==> config.mk <==
export PLATFORM = sky130hd
export DESIGN_NAME = rwms_div
export DESIGN_NICKNAME = d
export VERILOG_FILES = /design/src/sv/rolling_window_mean_std_macros.svh /design/src/sv/rwms_pkg.sv /design/src/sv/rwms_div.sv
export SDC_FILE = /design/constraint.sdc
export NUM_CORES = 1
export LEC_CHECK = 0
export ABC_AREA = 1
export BUFFER_PORTS_ARGS = -buffer_cell sky130_fd_sc_hd__buf_2
export CORE_AREA = 2 2 84 86
export DETAILED_ROUTE_END_ITERATION = 7
export DIE_AREA = 0 0 86 88
export GPL_TIMING_DRIVEN = 0
export PLACE_DENSITY = 0.86
export SLEW_MARGIN = 20
export SYNTH_ARGS = -nofsm -noshare
export SYNTH_HDL_FRONTEND = slang
export SYNTH_SLANG_ARGS = --single-unit
==> constraint.sdc <==
create_clock -name clk -period 2.4 [get_ports clk]
set_clock_uncertainty 0.2 [all_clocks]
set_input_delay 0.48 -clock clk [delete_from_list [all_inputs] [get_ports clk]]
set_output_delay 0.48 -clock clk [all_outputs]
set_load 0.005 [all_outputs]
==> src/sv/rolling_window_mean_std_macros.svh <==
// Assertion macros for the rolling window mean and deviation block.
// Each macro expects signals named clk and arst_n in the module that uses it.
`ifndef ROLLING_WINDOW_MEAN_STD_MACROS_SVH
`define ROLLING_WINDOW_MEAN_STD_MACROS_SVH

// The consequent must hold in the same cycle as the antecedent.
`define RWMS_ASSERT_NOW(label, ante, cons, msg) \
	label: assert property (@(posedge clk) disable iff (!arst_n) (ante) |-> (cons)) \
		else $error(msg);

// The consequent must hold in the cycle after the antecedent.
`define RWMS_ASSERT_NEXT(label, ante, cons, msg) \
	label: assert property (@(posedge clk) disable iff (!arst_n) (ante) |=> (cons)) \
		else $error(msg);

`endif

==> src/sv/rwms_pkg.sv <==
// Shared constants and types for the rolling window mean and deviation block.
// No dependencies.
package rwms_pkg;

	localparam int SAMPLE_W       = 16;
	localparam int CFG_W          = 11;
	localparam int MEAN_W         = 24;
	localparam int STD_W          = 24;
	localparam int FRAC_W         = 8;
	localparam int WINDOW_MAX_DEF = 1024;
	localparam int LEN_RESET      = 64;

	// Default widths for the arithmetic units at the default window depth.
	localparam int PTR_W_DEF  = $clog2(WINDOW_MAX_DEF);
	localparam int LEN_W_DEF  = PTR_W_DEF + 1;
	localparam int SUM_W_DEF  = SAMPLE_W + PTR_W_DEF;
	localparam int DIV_W_DEF  = SUM_W_DEF + FRAC_W;
	localparam int RAD_W_DEF  = 2 * SUM_W_DEF;
	localparam int ROOT_W_DEF = (RAD_W_DEF + 2 * FRAC_W + 1) / 2;

	typedef struct packed {
		logic busy;
		logic rem_nz;
	} div_status_t;

endpackage

==> src/sv/rwms_div.sv <==
// Iterative restoring divider, one quotient bit per cycle.
// Depends on rwms_pkg.
module rwms_div import rwms_pkg::*; #(
	parameter int DIV_W = DIV_W_DEF,
	parameter int LEN_W = LEN_W_DEF
) (
	input  logic             clk,
	input  logic             arst_n,
	input  logic             start,
	input  logic [DIV_W-1:0] dividend,
	input  logic [LEN_W-1:0] divisor,
	output logic [DIV_W-1:0] quotient,
	output div_status_t      status
);

	localparam int CNT_W = $clog2(DIV_W + 1);

	logic [CNT_W-1:0] cnt_q;
	logic [DIV_W-1:0] q_q;
	logic [LEN_W-1:0] rem_q;
	logic [LEN_W:0]   rem_n;
	logic [LEN_W:0]   rem_sub;
	logic             ge;

	assign rem_n   = {rem_q, q_q[DIV_W-1]};
	assign rem_sub = rem_n - {1'b0, divisor};
	assign ge      = rem_n >= {1'b0, divisor};

	always_ff @(posedge clk or negedge arst_n) begin
		if (!arst_n) begin
			cnt_q <= '0;
		end else if (start) begin
			cnt_q <= CNT_W'(DIV_W);
		end else if (cnt_q != '0) begin
			cnt_q <= cnt_q - 1'b1;
		end
	end

	// The dividend shifts out at the top while quotient bits shift in below.
	always_ff @(posedge clk) begin
		if (start) begin
			q_q   <= dividend;
			rem_q <= '0;
		end else if (cnt_q != '0) begin
			rem_q <= ge ? rem_sub[LEN_W-1:0] : rem_n[LEN_W-1:0];
			q_q   <= {q_q[DIV_W-2:0], ge};
		end
	end

	assign quotient      = q_q;
	assign status.busy   = (cnt_q != '0);
	assign status.rem_nz = |rem_q;

endmodule

==> impl_results.md, run 1 <==
* # diodes at 0
* RSZ-0062 raised after global routing: false
* Largest net degree at the start of global routing at 35
* Mapped Cells at 400
* Root Buffer: clkbuf_8
* Clock slew at reported path FFs at approximately 110 ps
* Routed Antenna Nets at 0
* Worst-margin pin slew at ~420 ps
* Crit end category: flip-flop
* Crit path DAT at 2260 ps
* Initial DRC count at ~180
* Initial antenna violation count at 0
* Distinct cells, synth at 31
* Share of layout cells above drive strength 1 at between 20% and 30%
* Yosys reg bits at between 50 and 60
* Vias in the first global route at about 2700
* Port Buf Inserts at slightly above 80
* Ranking of synthesized cells by area: edfxtp_1 (34%), nand2_1 (22%), dfxtp_1 (7.3%)
* Avg Inst Size Synth at 7.57 um2
* Bufs on Longest Clock Path at 2
* Async set-reset flop share out of synthesis at roughly an eighth
* Total GRT Usage at 19.6%
* I/O pin count at 84
* HPWL after detailed placement at 5390 um
* CTS sink count at between 50 and 60
* Vias per Instance at slightly below 5
* Routed Wire Length at between 7000 and 8000 um
* Layout area overhead at 20.9%
* Die ar. at roughly 7600 um2
* Pre-Repair DR Iteration Count at 4
* Net count, final at 552
* Outcome: finished, final reports clean
* Die Ht at about 88 um
* Rows at 30
* Period Utilization, post-route at 93.2%
* Crit path time final at 2240 ps
* Total power draw at approximately 3.3 mW
* First-pass GRT wire length at ~12000 um
* CTS tree: yes
* Pwr/cell area at between 900 and 1000 nW/um2
* Die X at roughly 86 um
* Max cap viols at 0
* Setup-failing EPs final at 0
* Post-Syn Area at 3030 um2
* Fin. Hold Viols at 0
* Total CTS buffers at 5
* Worst Setup Start Kind: flip-flop
* Req. time, crit path at roughly 2400 ps
* Layout Utilization at 55.1%
* Overflow after GRT at 0
* Critical path type: reg2reg
* Sequential area share after synthesis at a little under half
* Rel. slew slack at just over 70%
* Post-synth EDFFs at 34
* Worst min-delay path category: in2reg
* Most frequent cells after synthesis: nand2_1 (179), inv_1 (51), edfxtp_1 (34), nand3_1 (33), nand4_1 (13)
* Mapped Nets at between 400 and 500
* Via count at 2840
* Core region area at between 6000 and 7000 um2
* Synth Warn # at 0
* Area leader, netlist: edfxtp_1
* Starting density of the core at a little under half
* Most common cell in the netlist: nand2_1
* DRC viols at 0
* Max Fclk at ~450 MHz
* Worst skew pair latency at approximately 320 ps
* Max Fanout on Critical Path at 10
* Leakage power at 2.00 nW
* H-tree levels at 2
* Drt wl/cell at about 13 um
* VDD IR-drop max at around 0.36 mV
* Area share of the largest cell type after synthesis at 33.7%
* Primary FF master, synth: edfxtp_1
* Pins Over Slew Limit at 0
* GP Congestion at 0.924
power by group:
part	internal, mW	total, mW	switching (mW)	leakage (nW)
Sequential	1.13	1.27	0.145	0.538
Clock	0.215	0.547	0.332	0.0463
Combinational	0.621	1.52	0.898	1.41
Total	1.96	3.34	1.37	2.00
through the flow:
stage	setup slack, ps	instance area [um2]	hold WS (ps)	std cells	setup TNS (ps)
after global placement	-279	3540	111	562	-10700
after global routing	35.9	3660	215	572	0
final	162	3660	218	572	0
after CTS	22.9	3650	213	571	0
after floorplan	56.7	3030	-15.6	400	0
after detailed placement	-179	3540	116	562	-1560
per-layer routing:
| metal | vias to the layer above | GRT usage (%) | routed length, um |
|---|---|---|---|
| met3 | 5 | 5.18 | 610 |
| met4 | 0 | 6.49 | 55 |
| li1 | 1452 | - | - |
| met2 | 107 | 32.4 | 3410 |
| met5 | - | 0 | 0 |
| met1 | 1276 | 25.1 | 3110 |
path summary, 6_finish.rpt:
kind	startpoint	endpoint	slack [ps]	cells after the start
worst max-delay path	quotient[33]$_DFFE_PP_	rem_q[2]$_SDFFE_PP0P_	160	12
worst min-delay path	dividend[8]	quotient[8]$_DFFE_PP_	220	3
worst max register to register	quotient[33]$_DFFE_PP_	rem_q[2]$_SDFFE_PP0P_	160	12
worst min register to register	rem_q[5]$_SDFFE_PP0P_	rem_q[5]$_SDFFE_PP0P_	300	2
max in group asynchronous	arst_n	cnt_q[1]$_DFFE_PN0P_	1540	2
min in group asynchronous	arst_n	cnt_q[2]$_DFFE_PN0P_	310	2
area by class of cell:
class,instances,area (um2)
flip-flops and latches,51,1390
repair buffers,84,428
well taps,80,100
fillers,575,2980
inverters,56,213
plain buffers,13,75.1
clock inverters,3,27.5
clock buffers,5,68.8
multi-input cells,280,1360
flip-flops by register name, summed over array words and instances, names as in the netlist:
signal / count
cnt_q: 6
quotient: 34
rem_q: 11
logic make-up (layout without fill, tap and decap cells):
logic type	count (synthesis)	after routing	share of synthesized area [%]
adder cells (fa/ha/maj)	13	13	5.62
flip-flops	51	51	45.9
AND/OR/NAND/NOR	255	255	36.3
AO/OA/AOI/OAI	8	8	1.61
XOR/XNOR	4	4	1.16
buffers and inverters	69	161	9.42
critical path, stage by stage, from the launching register on:
cell and delay (ps):
edfxtp_1 360, inv_1 70, ha_1 210, fa_2 350
inv_1 110, nand3_1 100, nand3_2 130, nand2_1 110
nand4_2 120, buf_6 170, nand2_1 70, nand3_1 90
nand2_1 50
placed cells by master, fill, tap and decap left out, drive strengths merged:
cell type      n
nand2        183
buf           91
inv           57
nand3         36
edfxtp        34
nand4         15
nor2          14
ha            12
dfxtp         11
clkbuf        10
dfrtp          6
a21oi          4
nor3           3
nor4           2
o21ai          2
xor2           2
xnor2          2
or2            1
and2           1
o31ai          1
a22oi          1
fa             1
clkinvlp       1
clkinv         1
dlygate4sd3    1
timing repair:
| item | 4_1_cts | 5_1_grt |
|---|---|---|
| endpoints found under the setup margin | 0 | 45 |
| gates resized for setup | 0 | 4 |
| endpoints found under the hold margin | 6 | 0 |
| buffers inserted | 0 | 1 |
| hold buffers | 1 | 0 |
(Power assumes the default switching activity.)
==> run 2, diff against run 1 <==
Clock period 2.4 ns to 1.9 ns, I/O delays scaled along.
==> run 2 against run 1 <==
The flow now finishes with violations (setup timing). Sequential power rose by 28%. Sequential cell count did not move. Cell count rose by 4.9%. Fmax rose by 5.0%. Non-clock buffer count rose by 27. Largest power group unchanged. Highest routed layer unchanged.
==> impl_results.md, run 2 (synthesis results as in run 1) <==
* Outcome: finished with violations (was finished, final reports clean)
* Failing checks: setup timing
* R2R depth at 11 (was 12)
* CTS sink count at 51 (unchanged)
* # fillers at 559 (was 575)
* Root Buffer: clkbuf_8 (unchanged)
* Clock slew at reported path FFs at 100 ps (was 110 ps)
* Setup-failing EPs final at 13 (was 0)
* Routed Wire Length at 8350 um (was 7190 um)
* Die ar. at 7570 um2 (unchanged)
* Rows at 30 (unchanged)
* Crit Reg-Reg Startpoint: quotient[33]$_DFFE_PP_ (unchanged)
* Vias per Instance at 5.17 (was 4.97)
* Routed Antenna Nets at 0 (unchanged)
* Port Buf Inserts at 82 (unchanged)
* VDD IR-drop max at 0.497 mV (was 0.362 mV)
* Core region area at 6640 um2 (unchanged)
* Worst reg2reg path endpoint: rem_q[0]$_SDFFE_PP0P_ (was rem_q[2]$_SDFFE_PP0P_)
* TNS Setup at -2430 ps (was 0 ps)
* Net count, final at 580 (was 552)
* Largest net degree at the start of global routing at 18 (was 35)
* Total power draw at 4.79 mW (was 3.34 mW)
* Worst setup slack after layout at -231 ps (was 162 ps)
* Max Fclk at 469 MHz (was 447 MHz)
* Hold_sp: dividend[12] (was dividend[8])
* GP Congestion at 0.903 (was 0.924)
* Worst-margin pin slew at 406 ps (was 420 ps)
* Inst Count DP at 562 (unchanged)
* Final instance area at 4080 um2 (was 3660 um2)
* Share of layout cells above drive strength 1 at 32.5% (was 24.2%)
* Worst skew pair latency at 310 ps (was 320 ps)
* Total GRT Usage at 22.0% (was 19.6%)
* H-tree levels at 2 (unchanged)
* Crit path DAT at 2190 ps (was 2260 ps)
* CTS tree: yes (unchanged)
* Rel. slew slack at 72.9% (was 72.0%)
* Fin. Hold Viols at 0 (unchanged)
* Vias in the first global route at 2958 (was 2723)
* CP max stage cell: edfxtp_1 (unchanged)
* Highest metal used: met4 (unchanged)
* HPWL after detailed placement at 5540 um (was 5390 um)
* Worst Setup Start Kind: flip-flop (unchanged)
* Initial DRC count at 214 (was 175)
* Hold EP: quotient[12]$_DFFE_PP_ (was quotient[8]$_DFFE_PP_)
* Max cap viols at 0 (unchanged)
* Commonest non-fill, non-tap cell in the layout: nand2_1 (unchanged)
* Period Utilization, post-route at 112% (was 93.2%)
* Delay of the slowest critical-path stage at 420 ps (was 360 ps)
* DP Area at 3590 um2 (was 3540 um2)
* Hold path cells at 3 (unchanged)
* Wire length on met2 at 4290 um (was 3410 um)
* Overflow after GRT at 0 (unchanged)
* DP Worst Slack at -668 ps (was -179 ps)
* RSZ-0062 raised after global routing: true (was false)
* Max Fanout on Critical Path at 10 (unchanged)
* Worst min-delay path category: in2reg (unchanged)
* Layout area overhead at 34.5% (was 20.9%)
* Pins Over Slew Limit at 0 (unchanged)
* Non-filler instance count after layout at 600 (was 572)
* Starting density of the core at 45.6% (unchanged)
* Req. time, crit path at 1960 ps (was 2420 ps)
* Critical path type: reg2reg (unchanged)
* Worst-path cell chain: inv_2 -> ha_4 -> fa_2 -> inv_2 -> nand3_2 -> nand3_4 -> nand2_4 -> clkbuf_4 -> nand4_1 -> nand3_2 -> nand2_1 (was inv_1 -> ha_1 -> fa_2 -> inv_1 -> nand3_1 -> nand3_2 -> nand2_1 -> nand4_2 -> buf_6 -> nand2_1 -> nand3_1 -> nand2_1)
* Leakage power at 2.18 nW (was 2.00 nW)
* Pwr/cell area at 1170 nW/um2 (was 911 nW/um2)
* Die Ht at 88 um (unchanged)
* Via count at 3101 (was 2840)
* DRC viols at 0 (unchanged)
* Drt wl/cell at 13.9 um (was 12.6 um)
* Total CTS buffers at 5 (unchanged)
* First-pass GRT wire length at 13300 um (was 11800 um)
* Crit path time final at 2130 ps (was 2240 ps)
* Crit end category: flip-flop (unchanged)
* Max FFs per register at 34 (unchanged)
* Met1 Wirelength at 3260 um (was 3110 um)
* Reg2Reg Setup Slack at -230 ps (was 160 ps)
* Met3 wire len at 618 um (was 610 um)
* # diodes at 0 (unchanged)
* Initial antenna violation count at 0 (unchanged)
* Die X at 86 um (unchanged)
* I/O pin count at 84 (unchanged)
* Bufs on Longest Clock Path at 2 (unchanged)
* Pre-Repair DR Iteration Count at 5 (was 4)
* Leading cell types in the layout, fill and taps excluded: nand2_1 (175), buf_2 (83), inv_1 (45) (was nand2_1 (179), buf_2 (85), inv_1 (50))
run 2: worst max-delay path by stage:
stage	slack, ps	endpoint	from
floorplan	-310	quotient[0]$_DFFE_PP_	cnt_q[0]$_DFFE_PN0P_
global placement	-600	quotient[18]$_DFFE_PP_	cnt_q[0]$_DFFE_PN0P_
detailed placement	-670	quotient[19]$_DFFE_PP_	cnt_q[0]$_DFFE_PN0P_
CTS	-150	rem_q[8]$_SDFFE_PP0P_	quotient[33]$_DFFE_PP_
global route	-260	rem_q[0]$_SDFFE_PP0P_	quotient[33]$_DFFE_PP_
finish	-230	rem_q[0]$_SDFFE_PP0P_	quotient[33]$_DFFE_PP_
run 2: per-stage QoR:
step                      utilization, %  hold WS (ps)
final                               61.3           130
after global routing                61.3           128
after CTS                           59.7           131
after detailed placement            54.1          13.6
after global placement              54.1          11.0
after floorplan                        -          -116
run 2: where the power goes:
part	switching, mW	internal [mW]	leakage (nW)
Combinational	1.34	1.03	1.59
Sequential	0.199	1.43	0.538
Clock	0.396	0.394	0.0562
Total	1.94	2.85	2.18
run 2: area by class of cell:
cell class / count / area [um2] / area share [%]
multi-input cells: 280 / 1490 / 36.6
inverters: 56 / 216 / 5.31
plain buffers: 13 / 88.8 / 2.18
repair buffers: 111 / 668 / 16.4
clock inverters: 3 / 42.5 / 1.04
flip-flops and latches: 51 / 1390 / 34.2
repair inverters: 1 / 7.51 / 0.184
well taps: 80 / 100 / 2.46
clock buffers: 5 / 68.8 / 1.69
run 2: per-layer routing:
metal	vias to the layer above	global-route usage [%]
li1	1510	-
met1	1423	26.3
met2	149	38.2
met3	19	4.71
met4	0	9.81
met5	-	0
run 2: repair_timing:
| item | 4_1_cts | 5_1_grt |
|---|---|---|
| gates cloned | 2 | 0 |
| endpoints found under the setup margin | 47 | 50 |
| hold endpoints to repair | 6 | 0 |
| buffers inserted | 22 | 7 |
| hold buffers | 1 | 0 |
| pin swaps | 8 | 8 |
| gates resized for setup | 18 | 16 |
run 2: worst max-delay path, delay by kind of cell, from the launching register on:
kind	cells	cell delay, ps
DFF	1	420
adders and majority gates	2	520
buffers and inverters	3	370
and+or+nand+nor	6	560
