**src/sv/rolling_window_mean_std_macros.svh**
```systemverilog
// Assertion macros for the rolling window mean and deviation block.
// Each macro expects signals named clk and arst_n in the module that uses it.
`ifndef ROLLING_WINDOW_MEAN_STD_MACROS_SVH
`define ROLLING_WINDOW_MEAN_STD_MACROS_SVH

// The consequent must hold in the same cycle as the antecedent.
`define RWMS_ASSERT_NOW(label, ante, cons, msg) \
	label: assert property (@(posedge clk) disable iff (!arst_n) (ante) |-> (cons)) \
		else $error(msg);

// The consequent must hold in the cycle after the antecedent.
`define RWMS_ASSERT_NEXT(label, ante, cons, msg) \
	label: assert property (@(posedge clk) disable iff (!arst_n) (ante) |=> (cons)) \
		else $error(msg);

`endif

```
**src/sv/rwms_pkg.sv**
```systemverilog
// Shared constants and types for the rolling window mean and deviation block.
// No dependencies.
package rwms_pkg;

	localparam int SAMPLE_W       = 16;
	localparam int CFG_W          = 11;
	localparam int MEAN_W         = 24;
	localparam int STD_W          = 24;
	localparam int FRAC_W         = 8;
	localparam int WINDOW_MAX_DEF = 1024;
	localparam int LEN_RESET      = 64;

	// Default widths for the arithmetic units at the default window depth.
	localparam int PTR_W_DEF  = $clog2(WINDOW_MAX_DEF);
	localparam int LEN_W_DEF  = PTR_W_DEF + 1;
	localparam int SUM_W_DEF  = SAMPLE_W + PTR_W_DEF;
	localparam int DIV_W_DEF  = SUM_W_DEF + FRAC_W;
	localparam int RAD_W_DEF  = 2 * SUM_W_DEF;
	localparam int ROOT_W_DEF = (RAD_W_DEF + 2 * FRAC_W + 1) / 2;

	typedef struct packed {
		logic busy;
		logic rem_nz;
	} div_status_t;

endpackage

```
**src/sv/rwms_isqrt.sv**
```systemverilog
// Iterative integer square root of (radicand << 2*FRAC_W), two radicand bits per cycle.
// Depends on rwms_pkg.
module rwms_isqrt import rwms_pkg::*; #(
	parameter int RAD_W  = RAD_W_DEF,
	parameter int ROOT_W = ROOT_W_DEF
) (
	input  logic              clk,
	input  logic              arst_n,
	input  logic              start,
	input  logic [RAD_W-1:0]  radicand,
	output logic [ROOT_W-1:0] root,
	output logic              busy
);

	localparam int X_W   = 2 * ROOT_W;
	localparam int CNT_W = $clog2(ROOT_W + 1);

	logic [CNT_W-1:0]  cnt_q;
	logic [X_W-1:0]    x_q;
	logic [ROOT_W+1:0] rem_q;
	logic [ROOT_W-1:0] root_q;
	logic [ROOT_W+1:0] rem_n;
	logic [ROOT_W+1:0] trial;
	logic              ge;

	// Before the last step the partial root is narrower than ROOT_W, so the
	// remainder fits in ROOT_W bits when the next pair is shifted in.
	assign rem_n = {rem_q[ROOT_W-1:0], x_q[X_W-1 -: 2]};
	assign trial = {root_q, 2'b01};
	assign ge    = rem_n >= trial;

	always_ff @(posedge clk or negedge arst_n) begin
		if (!arst_n) begin
			cnt_q <= '0;
		end else if (start) begin
			cnt_q <= CNT_W'(ROOT_W);
		end else if (cnt_q != '0) begin
			cnt_q <= cnt_q - 1'b1;
		end
	end

	always_ff @(posedge clk) begin
		if (start) begin
			x_q    <= X_W'({radicand, {(2 * FRAC_W){1'b0}}});
			rem_q  <= '0;
			root_q <= '0;
		end else if (cnt_q != '0) begin
			x_q    <= {x_q[X_W-3:0], 2'b00};
			rem_q  <= ge ? (rem_n - trial) : rem_n;
			root_q <= {root_q[ROOT_W-2:0], ge};
		end
	end

	assign root = root_q;
	assign busy = (cnt_q != '0);

endmodule

```
**config.mk**
```make
export PLATFORM = sky130hd
export DESIGN_NAME = rwms_isqrt
export DESIGN_NICKNAME = d
export VERILOG_FILES = /design/src/sv/rolling_window_mean_std_macros.svh /design/src/sv/rwms_pkg.sv /design/src/sv/rwms_isqrt.sv
export SDC_FILE = /design/constraint.sdc
export NUM_CORES = 1
export LEC_CHECK = 0
export BUFFER_PORTS_ARGS = -buffer_cell sky130_fd_sc_hd__buf_2
export CAP_MARGIN = 30
export CORE_MARGIN = 8
export CORE_UTILIZATION = 59
export DETAILED_ROUTE_END_ITERATION = 10
export PLACE_DENSITY = 0.83
export SLEW_MARGIN = 0
export SYNTH_ARGS = -nofsm -noshare
export SYNTH_HDL_FRONTEND = slang
export SYNTH_SLANG_ARGS = --single-unit
```
**constraint.sdc**
```tcl
create_clock -name clk -period 4.1 [get_ports clk]
set_input_delay 0.615 -clock clk [delete_from_list [all_inputs] [get_ports clk]]
set_output_delay 0.615 -clock clk [all_outputs]
set_load 0.005 [all_outputs]
```
==> results of run 1 <==
[per-layer routing]
| metal | up-vias | GRT usage | wire (um) |
|---|---|---|---|
| li1 | 2881 | - | - |
| met1 | 2713 | 0.2434 | 7104 |
| met2 | 137 | 0.3368 | 7519 |
| met3 | 27 | 0.08287 | 1177 |
| met4 | 2 | 0.08811 | 261 |
| met5 | - | 0 | 13 |
[power by group]
part	leakage, nW	switching [mW]	total (mW)	internal (mW)
Combinational	1.98	1.60	2.90	1.30
Sequential	1.18	0.135	1.66	1.52
Clock	0.299	0.553	1.60	1.05
Total	3.46	2.28	6.16	3.87
[cell usage after synthesis (17+ instances only)]
cell type    n  share of area
edfxtp_1    52           0.22
a21oi_1     78          0.055
nor3_1      30          0.021
clkbuf_1    29          0.015
nor2_1      66          0.035
mux2_2      53          0.085
nand2_1    106          0.056
a211oi_1    26          0.028
a21o_1      18          0.019
dfxtp_1     68           0.19
inv_1       47          0.025
ha_1        37          0.066
o21ai_0     24          0.017
xnor2_1     17          0.021
[worst max-delay path: stages, from the launching register on]
cell and delay [ns]:
dfxtp_1 0.36, inv_1 0.06, ha_1 0.37, and2_4 0.20, and3_4 0.18, and2_4 0.13, a21boi_1 0.13, or4_4 0.53
o31ai_2 0.28, and2_1 0.48, buf_12 0.23, nor2_1 0.07, a211oi_1 0.28, nor3_1 0.10
[cell families after synthesis]
family	Yosys count	synth area share
buf+inv	86	0.05004
compound gates	186	0.1654
fa+ha+maj	37	0.06566
simple gates	249	0.1562
flops	126	0.4358
mux	60	0.09459
xor+xnor	26	0.03230
[state kept, by name, indices dropped and copies added, names as in the netlist]
signal and count:
x_q 52, root 34, cnt_q 6, rem_q 34
[through the flow]
step / worst slack (ns) / utilization / power (mW)
after floorplan: 0.9034 / - / 3.996
after global placement: 0.7782 / 0.6397 / 4.453
after detailed placement: 0.6818 / 0.6397 / 4.502
after CTS: 0.5925 / 0.6937 / 6.141
after global routing: 0.3779 / 0.6937 / 6.561
final: 0.5388 / 0.6937 / 6.157
[worst min-delay path by stage]
stage | endpoint | cells past startpoint
2_1_floorplan | cnt_q[0] | 0
3_3_place_gp | cnt_q[0] | 1
3_5_place_dp | cnt_q[0] | 1
4_1_cts | x_q[16] | 2
5_1_grt | x_q[64] | 2
6_report | root[33] | 2
[cell type report]
class                      instances  area (um2)
fill                             927        3633
clock buffer                      24       504.2
inverter                          47       176.4
tap                              147       183.9
clock inverter                     8       126.4
multi-input combinational        558        3633
sequential                       126        3073
timing repair buffer              98       530.5
[repair_timing]
action | in CTS | in global routing
gates resized for setup | 0 | 0
hold buffers | 1 | 0
hold endpoints to repair | 6 | 0
endpoints found under the setup margin | 0 | 0
==> run metrics, run 1 <==
Vias per Instance=roughly 5.7; non-filler cells, final=between 1000 and 1500; Die Span Y=around 130 um; clk sink count=roughly 130; relative slew slack=0.4503; Worst Setup Path Type=reg -> reg; DIE AREA=about 16000 um2; Post-Syn Area per Cell=a little over 9 um2; Reg clk slew, reported paths=~0.060 ns; Reg-to-Reg Start=root[23]; vias=about 5800; clk_lat worst skew=between 0.4 and 0.5 ns; GRT Overall Usage=0.2091; grt ovf=0; reg2reg setup slack=~0.54 ns; hold path start=root[33]; Top FF cell, synth=dfxtp_1; max-capacitance violation count=0; post-synth cell types=54; status=finished, final reports clean; layout cells sized above 1=0.2218; DRC errors left=0; Iteration-0 DRC Markers=between 300 and 400; Fin. Hold Viols=0; total core area=~12000 um2; reg2reg end=rem_q[13]; setup TNS=0 ns; Worst Setup SP=root[23]; die width=approximately 130 um; Ant. Diodes=0; CTS tree=done; final worst-path cycle share=0.8686; Startpoint Class=register; fin area=8228 um2; cell count after placement=around 980; Worst EP arrival=around 3.8 ns; Synth Register Bits=around 130; Nets=940; Synth async-reset ratio=0.04762; most common cell after layout, fill and taps aside=nand2_1; Final Critical Period=3.561 ns; clock skew=~0.011 ns; Slew Limit Fails=0; Hold Crit Class=reg -> reg; critical path capture point=rem_q[13]; routability-driven placement congestion ratio=approximately 0.89; vias in the first global route=5680; dpl cell area=roughly 7600 um2; leak pwr=about 3.5 nW; HPWL Detailed=10730 um; Post-Syn Area=around 7000 um2; endpoints failing setup=0; # rows=40; peak supply drop=~370 uV; Root Driver=clkbuf_16; Reg2Reg Depth=13; postcts setup bufs=0; Post-synth EDFFs=52; worst-path fanout max=23; max frequency=about 0.28 GHz; Max Root-Sink Buffers=2; Port Buffer Count=roughly 90; gate count after technology mapping=slightly below 800; CTS buffer count=17; WL per Instance=between 15 and 20 um; Critical Path RT=around 4.4 ns; Slew @ Worst Pin=roughly 0.82 ns; H-tree depth=4; antenna-violating nets left=0; Area Growth Syn to Fin=16.70%; most frequent cells in the layout=nand2_1, buf_2, a21oi_1; largest net degree at the start of global routing=71; final wirelength=between 15000 and 20000 um; syn_nets=between 800 and 900; RSZ-0062 raised after global routing=no; worst hold slack=around 0.48 ns; I/O Pins=90; Starting Density=0.5944; global-route wire length before repair=27010 um; yosys synthesis warning count=0; Worst Setup End Kind=register; power density over the cells=roughly 750 nW/um2; 1st-pass router iterations=5; Seq/Total Area, Yosys=0.4358; initial antenna violation count=1
Note: power is estimated with default switching activity, not from simulation.
==> inputs of run 2 (changes only) <==
- REMOVE_ABC_BUFFERS: default -> 1
==> run 2 against run 1 <==
Global-route usage down 0.073 points. Sequential share of layout area grew 0.080 points. Clock-buffer cell count down 1. Routed wire length rose by 0.11%. Critical path depth fell by 1. Worst hold slack worse by 0.0025 ns. Sequential power hardly changed. Clock skew barely moved. First-iteration DRC count grew 5.0%. Combinational power hardly changed. Critical endpoint is now rem_q[30]. Largest power group unchanged. Highest routed layer is now met4.
==> run metrics, run 2 (synthesized netlist as in run 1, its figures left out) <==
status=finished, final reports clean; vias=5764; Port Buffer Count=a little under 90; Reg2Reg Depth=12; max-capacitance violation count=0; endpoints failing setup=0; # rows=40; Reg clk slew, reported paths=about 0.06 ns; layout cells sized above 1=0.2253; Slew Limit Fails=0; Vias per Instance=~5.7; clk sink count=about 130; 1st-pass router iterations=5; Final Critical Period=between 3 and 4 ns; most frequent cells in the layout=nand2_1, buf_2, a21oi_1; I/O Pins=90; Startpoint Class=register; RSZ-0062 raised after global routing=no; grt ovf=0; Iteration-0 DRC Markers=about 340; initial antenna violation count=0; vias in the first global route=roughly 5700; Nets=940; final wirelength=16090 um; die width=between 100 and 150 um; Slew @ Worst Pin=0.9192 ns; max reg flops=52; clock skew=around 0.011 ns; CTS tree=done; WL per Instance=approximately 16 um; postcts setup bufs=0; worst-path fanout max=15; Fin. Hold Viols=0; GRT Overall Usage=0.2084; final worst-path cycle share=0.8402; Worst Setup Path Type=reg -> reg; power density over the cells=between 700 and 800 nW/um2; Critical Path RT=between 4 and 5 ns; leak pwr=3.457 nW; peak supply drop=432.0 uV; total core area=11860 um2; largest net degree at the start of global routing=between 70 and 80; max frequency=a little under 0.3 GHz; clk_lat worst skew=roughly 0.43 ns; H-tree depth=4; largest reg by FF count=x_q; Area Growth Syn to Fin=16.45%; DIE AREA=between 15000 and 20000 um2; routability-driven placement congestion ratio=between 0.9 and 1; DRC errors left=0; setup TNS=0 ns; Hold Crit Class=reg -> reg; Hold Crit Depth=2; Worst Setup End Kind=register; Worst EP arrival=roughly 3.8 ns; Die Span Y=125.3 um; Total Power=6.079 mW; Starting Density=0.5944; register area=a little over 3000 um2; Root Driver=clkbuf_16; fillers=between 900 and 1000; antenna-violating nets left=0; CTS buffer count=17; Multi-input gate area=between 3000 and 4000 um2; Max Root-Sink Buffers=2; HPWL Detailed=approximately 11000 um; relative slew slack=0.3863; most common cell after layout, fill and taps aside=nand2_1; global-route wire length before repair=between 20000 and 30000 um; Ant. Diodes=0
==> run 2: changes by cell type in the layout (fill, tap and decap cells not counted), sizes merged <==
cell	change
bufinv	-2
clkbuf	-1
clkinv	+2
clkinvlp	+1
==> run 2: per-layer routing <==
layer	track usage	up-vias	part of all wire
met5	0	-	0
met4	0.07951	0	0.019
met3	0.08415	29	0.074
met2	0.3333	156	0.47
met1	0.2465	2696	0.44
li1	-	2883	-
==> run 2: worst paths after layout <==
path | start | end | slack, ns
worst max register to register | root[23] | rem_q[30] | 0.66
min in group asynchronous | arst_n | cnt_q[5] | 0.53
worst min register to register | rem_q[0] | rem_q[0] | 0.47
max in group asynchronous | arst_n | cnt_q[1] | 3.43
worst min-delay path | rem_q[0] | rem_q[0] | 0.47
worst max-delay path | root[23] | rem_q[30] | 0.66
==> run 2: layout make-up <==
cell class                      count  area share
Tap cell                          147     0.02240
Clock inverter                      9     0.01128
Sequential cell                   126      0.3743
Clock buffer                       23     0.06492
Inverter                           47     0.02149
Multi-Input combinational cell    558      0.4425
Timing Repair Buffer               98     0.06309
==> run 2: metrics by stage <==
stage / setup WS [ns] / util / area, um2 / hold slack [ns] / std cells
6_report: 0.6554 / 0.6922 / 8210 / 0.4743 / 1008
3_5_place_dp: 0.6979 / 0.6386 / 7575 / 0.4418 / 975
4_1_cts: 0.6663 / 0.6922 / 8210 / 0.4682 / 1008
2_1_floorplan: -5.867 / - / 6874 / 0.3194 / 731
3_3_place_gp: 0.7921 / 0.6386 / 7575 / 0.4401 / 975
5_1_grt: 0.3460 / 0.6922 / 8210 / 0.4726 / 1008
==> run 2: power breakdown <==
part	internal [mW]	switching (mW)	leakage [nW]
Clock	0.982	0.569	0.297
Sequential	1.52	0.137	1.18
Combinational	1.28	1.59	1.98
Total	3.79	2.29	3.46
==> run 2: repair_timing <==
| item | 4_1_cts | 5_1_grt |
|---|---|---|
| hold buffers | 1 | 0 |
| resized for setup | 0 | 0 |
| hold endpoints to repair | 6 | 0 |
==> run 2: worst max-delay path: stages, from the launching register on <==
cell and delay [ns]:
dfxtp_1 0.36, inv_1 0.06, ha_1 0.37, and2_4 0.20, and3_4 0.18, and2_4 0.13, a21boi_1 0.12, or4_4 0.53
o31ai_2 0.28, nand2_1 0.40, and3_1 0.35, mux2_2 0.27, nor3_2 0.14
==> inputs of run 3 (changes only) <==
- CORE_UTILIZATION: 59 -> 53
- PLACE_DENSITY: 0.83 -> 0.79
- clock period: 4.1 -> 2.8 ns (I/O delays scaled with it)
==> run 3 against run 2 <==
The flow now finishes with violations (setup timing). Sequential share of layout area is 6.8 points lower. Power grew 95%. Die area increased by 9.8%. Routed wire length rose by 41%. Non-clock buffer count grew 161. Global-route usage increased by 2.3 points. Clock power grew 43%. Critical endpoint is now rem_q[13]. Largest power group unchanged. Highest routed layer unchanged.
==> run metrics, run 3 (synthesized netlist as in run 1, its figures left out) <==
Critical Path RT=3.13 ns; grt ovf=0; I/O Pins=90; Iteration-0 DRC Markers=between 700 and 800; peak supply drop=around 620 uV; Die Span Y=~130 um; worst slack, placed=-0.2690 ns; Worst EP arrival=roughly 3.3 ns; Ant. Diodes=0; Starting Density=0.5367; Final Critical Period=roughly 3 ns; DIE AREA=approximately 17000 um2; WL per Instance=roughly 19 um; vias in the first global route=7041; fin area=10060 um2; Reg-to-Reg Start=rem_q[15]; power share of the clock group=0.187; global-route wire length before repair=roughly 33000 um; relative slew slack=0.5626; DRC errors left=0; Startpoint Class=register; final wirelength=roughly 23000 um; Worst Setup End Kind=register; Vias per Instance=5.912; 1st-pass router iterations=8; endpoints failing setup=33; Root Driver=clkbuf_16; Slew @ Worst Pin=about 0.66 ns; slowest CP cell=dfxtp_1; clock skew=0.01714 ns; most common cell after layout, fill and taps aside=buf_4; dpl cell area=~8700 um2; Reg clk slew, reported paths=roughly 0.060 ns; vias=7082; die width=around 130 um; failing checks=setup timing; initial antenna violation count=0; Worst Setup SP=rem_q[15]; max reg flops=between 50 and 60; CTS tree=done; Nets=between 1000 and 1500; CTS buffer count=17; Worst Setup Path Type=reg -> reg; power density over the cells=1179 nW/um2; GRT Overall Usage=0.2317; status=complete, but fails checks; setup ws final=-0.1838 ns; Total Power=11.86 mW; antenna-violating nets left=0; clk_lat worst skew=~0.43 ns; Port Buffer Count=a little under 90; Reg power frac=0.205; largest net degree at the start of global routing=roughly 130; Max Root-Sink Buffers=2; fillers=slightly above 800; RSZ-0062 raised after global routing=yes; routability-driven placement congestion ratio=0.8826; Crit path top cell by count=a21oi_2; worst-path fanout max=5; leak pwr=4.376 nW; layout cells sized above 1=0.4266; hold path start=radicand[0]; most frequent cells in the layout=buf_4, nand2_1, buf_2; clk sink count=around 130; Hold Crit Class=in -> reg; Gate power share=0.609; # rows=42; Switch Pwr=4.747 mW; total core area=approximately 13000 um2; HPWL Detailed=approximately 13000 um; Slew Limit Fails=0; H-tree depth=4; Area Growth Syn to Fin=42.64%; largest reg by FF count=x_q; CP Cell Sequence=ha_4, a21oi_2, o21bai_1, a21oi_2, a21boi_1, or4_4, o31ai_4, and2_4, buf_12, buf_16, buf_6, a211oi_2, nor3_1; max-capacitance violation count=0; sw frac=0.4004; Crit path largest cell delay=between 0.4 and 0.5 ns; final worst-path cycle share=1.066; Int Pwr=about 7.1 mW; max frequency=between 0.3 and 0.4 GHz; Fin. Hold Viols=0
==> run 3: what timing repair did <==
item                       in CTS  in global routing
resized for setup              55                 46
gates cloned                    3                  2
hold endpoints to repair        6                  0
setup endpoints to repair      36                 36
pin swaps                      36                 41
buffers inserted                7                 10
hold buffers                    1                  0
==> run 3: layout make-up <==
class | instances | area [um2] | area share
Multi-Input combinational cell | 558 | 4091 | 0.4068
Clock buffer | 20 | 456.7 | 0.04541
Tap cell | 176 | 220.2 | 0.02190
Timing Repair Buffer | 259 | 1896 | 0.1885
Sequential cell | 126 | 3082 | 0.3064
Clock inverter | 12 | 135.1 | 0.01344
Inverter | 47 | 176.4 | 0.01754
==> run 3: metrics by stage <==
stage	TNS (ns)	std cells	utilization	hold WS, ns
3_3_place_gp	-4.077	1144	0.6631	0.2465
4_1_cts	-0.3196	1187	0.7388	0.2835
2_1_floorplan	-805.58	731	-	0.1244
5_1_grt	-5.860	1198	0.7655	0.2791
3_5_place_dp	-6.893	1144	0.6631	0.2483
6_report	-2.210	1198	0.7655	0.2884
==> run 3: layer usage <==
layer  GRT usage  share of wire
met1      0.2575           0.38
met2      0.3975           0.48
met3     0.08041          0.099
met4     0.09509          0.045
met5           0              0
==> run 3: critical path, delay by kind of cell (launching register included) <==
family | cells | cell delay, ns
compound gates | 6 | 0.88
buf+inv | 3 | 0.37
fa+ha+maj | 1 | 0.24
flops | 1 | 0.44
simple gates | 3 | 0.92
==> run 3: worst paths after layout <==
path / slack (ns) / depth (start not counted) / end
hold reg to reg: 0.47 / 2 / root[33]
hold / removal: 0.29 / 2 / x_q[16]
setup / recovery: -0.18 / 13 / rem_q[13]
min in group asynchronous: 0.36 / 2 / cnt_q[3]
max in group asynchronous: 2.29 / 2 / cnt_q[4]
setup reg to reg: -0.18 / 13 / rem_q[13]
==> run 3: power by group through the flow <==
stage	registers, mW	clock network [mW]	logic [mW]
6_report	2.42	2.22	7.22
5_1_grt	2.45	2.30	7.61
4_1_cts	2.40	2.23	6.10
3_5_place_dp	2.41	0	5.12
3_3_place_gp	2.40	0	4.99
2_1_floorplan	2.39	0	3.28
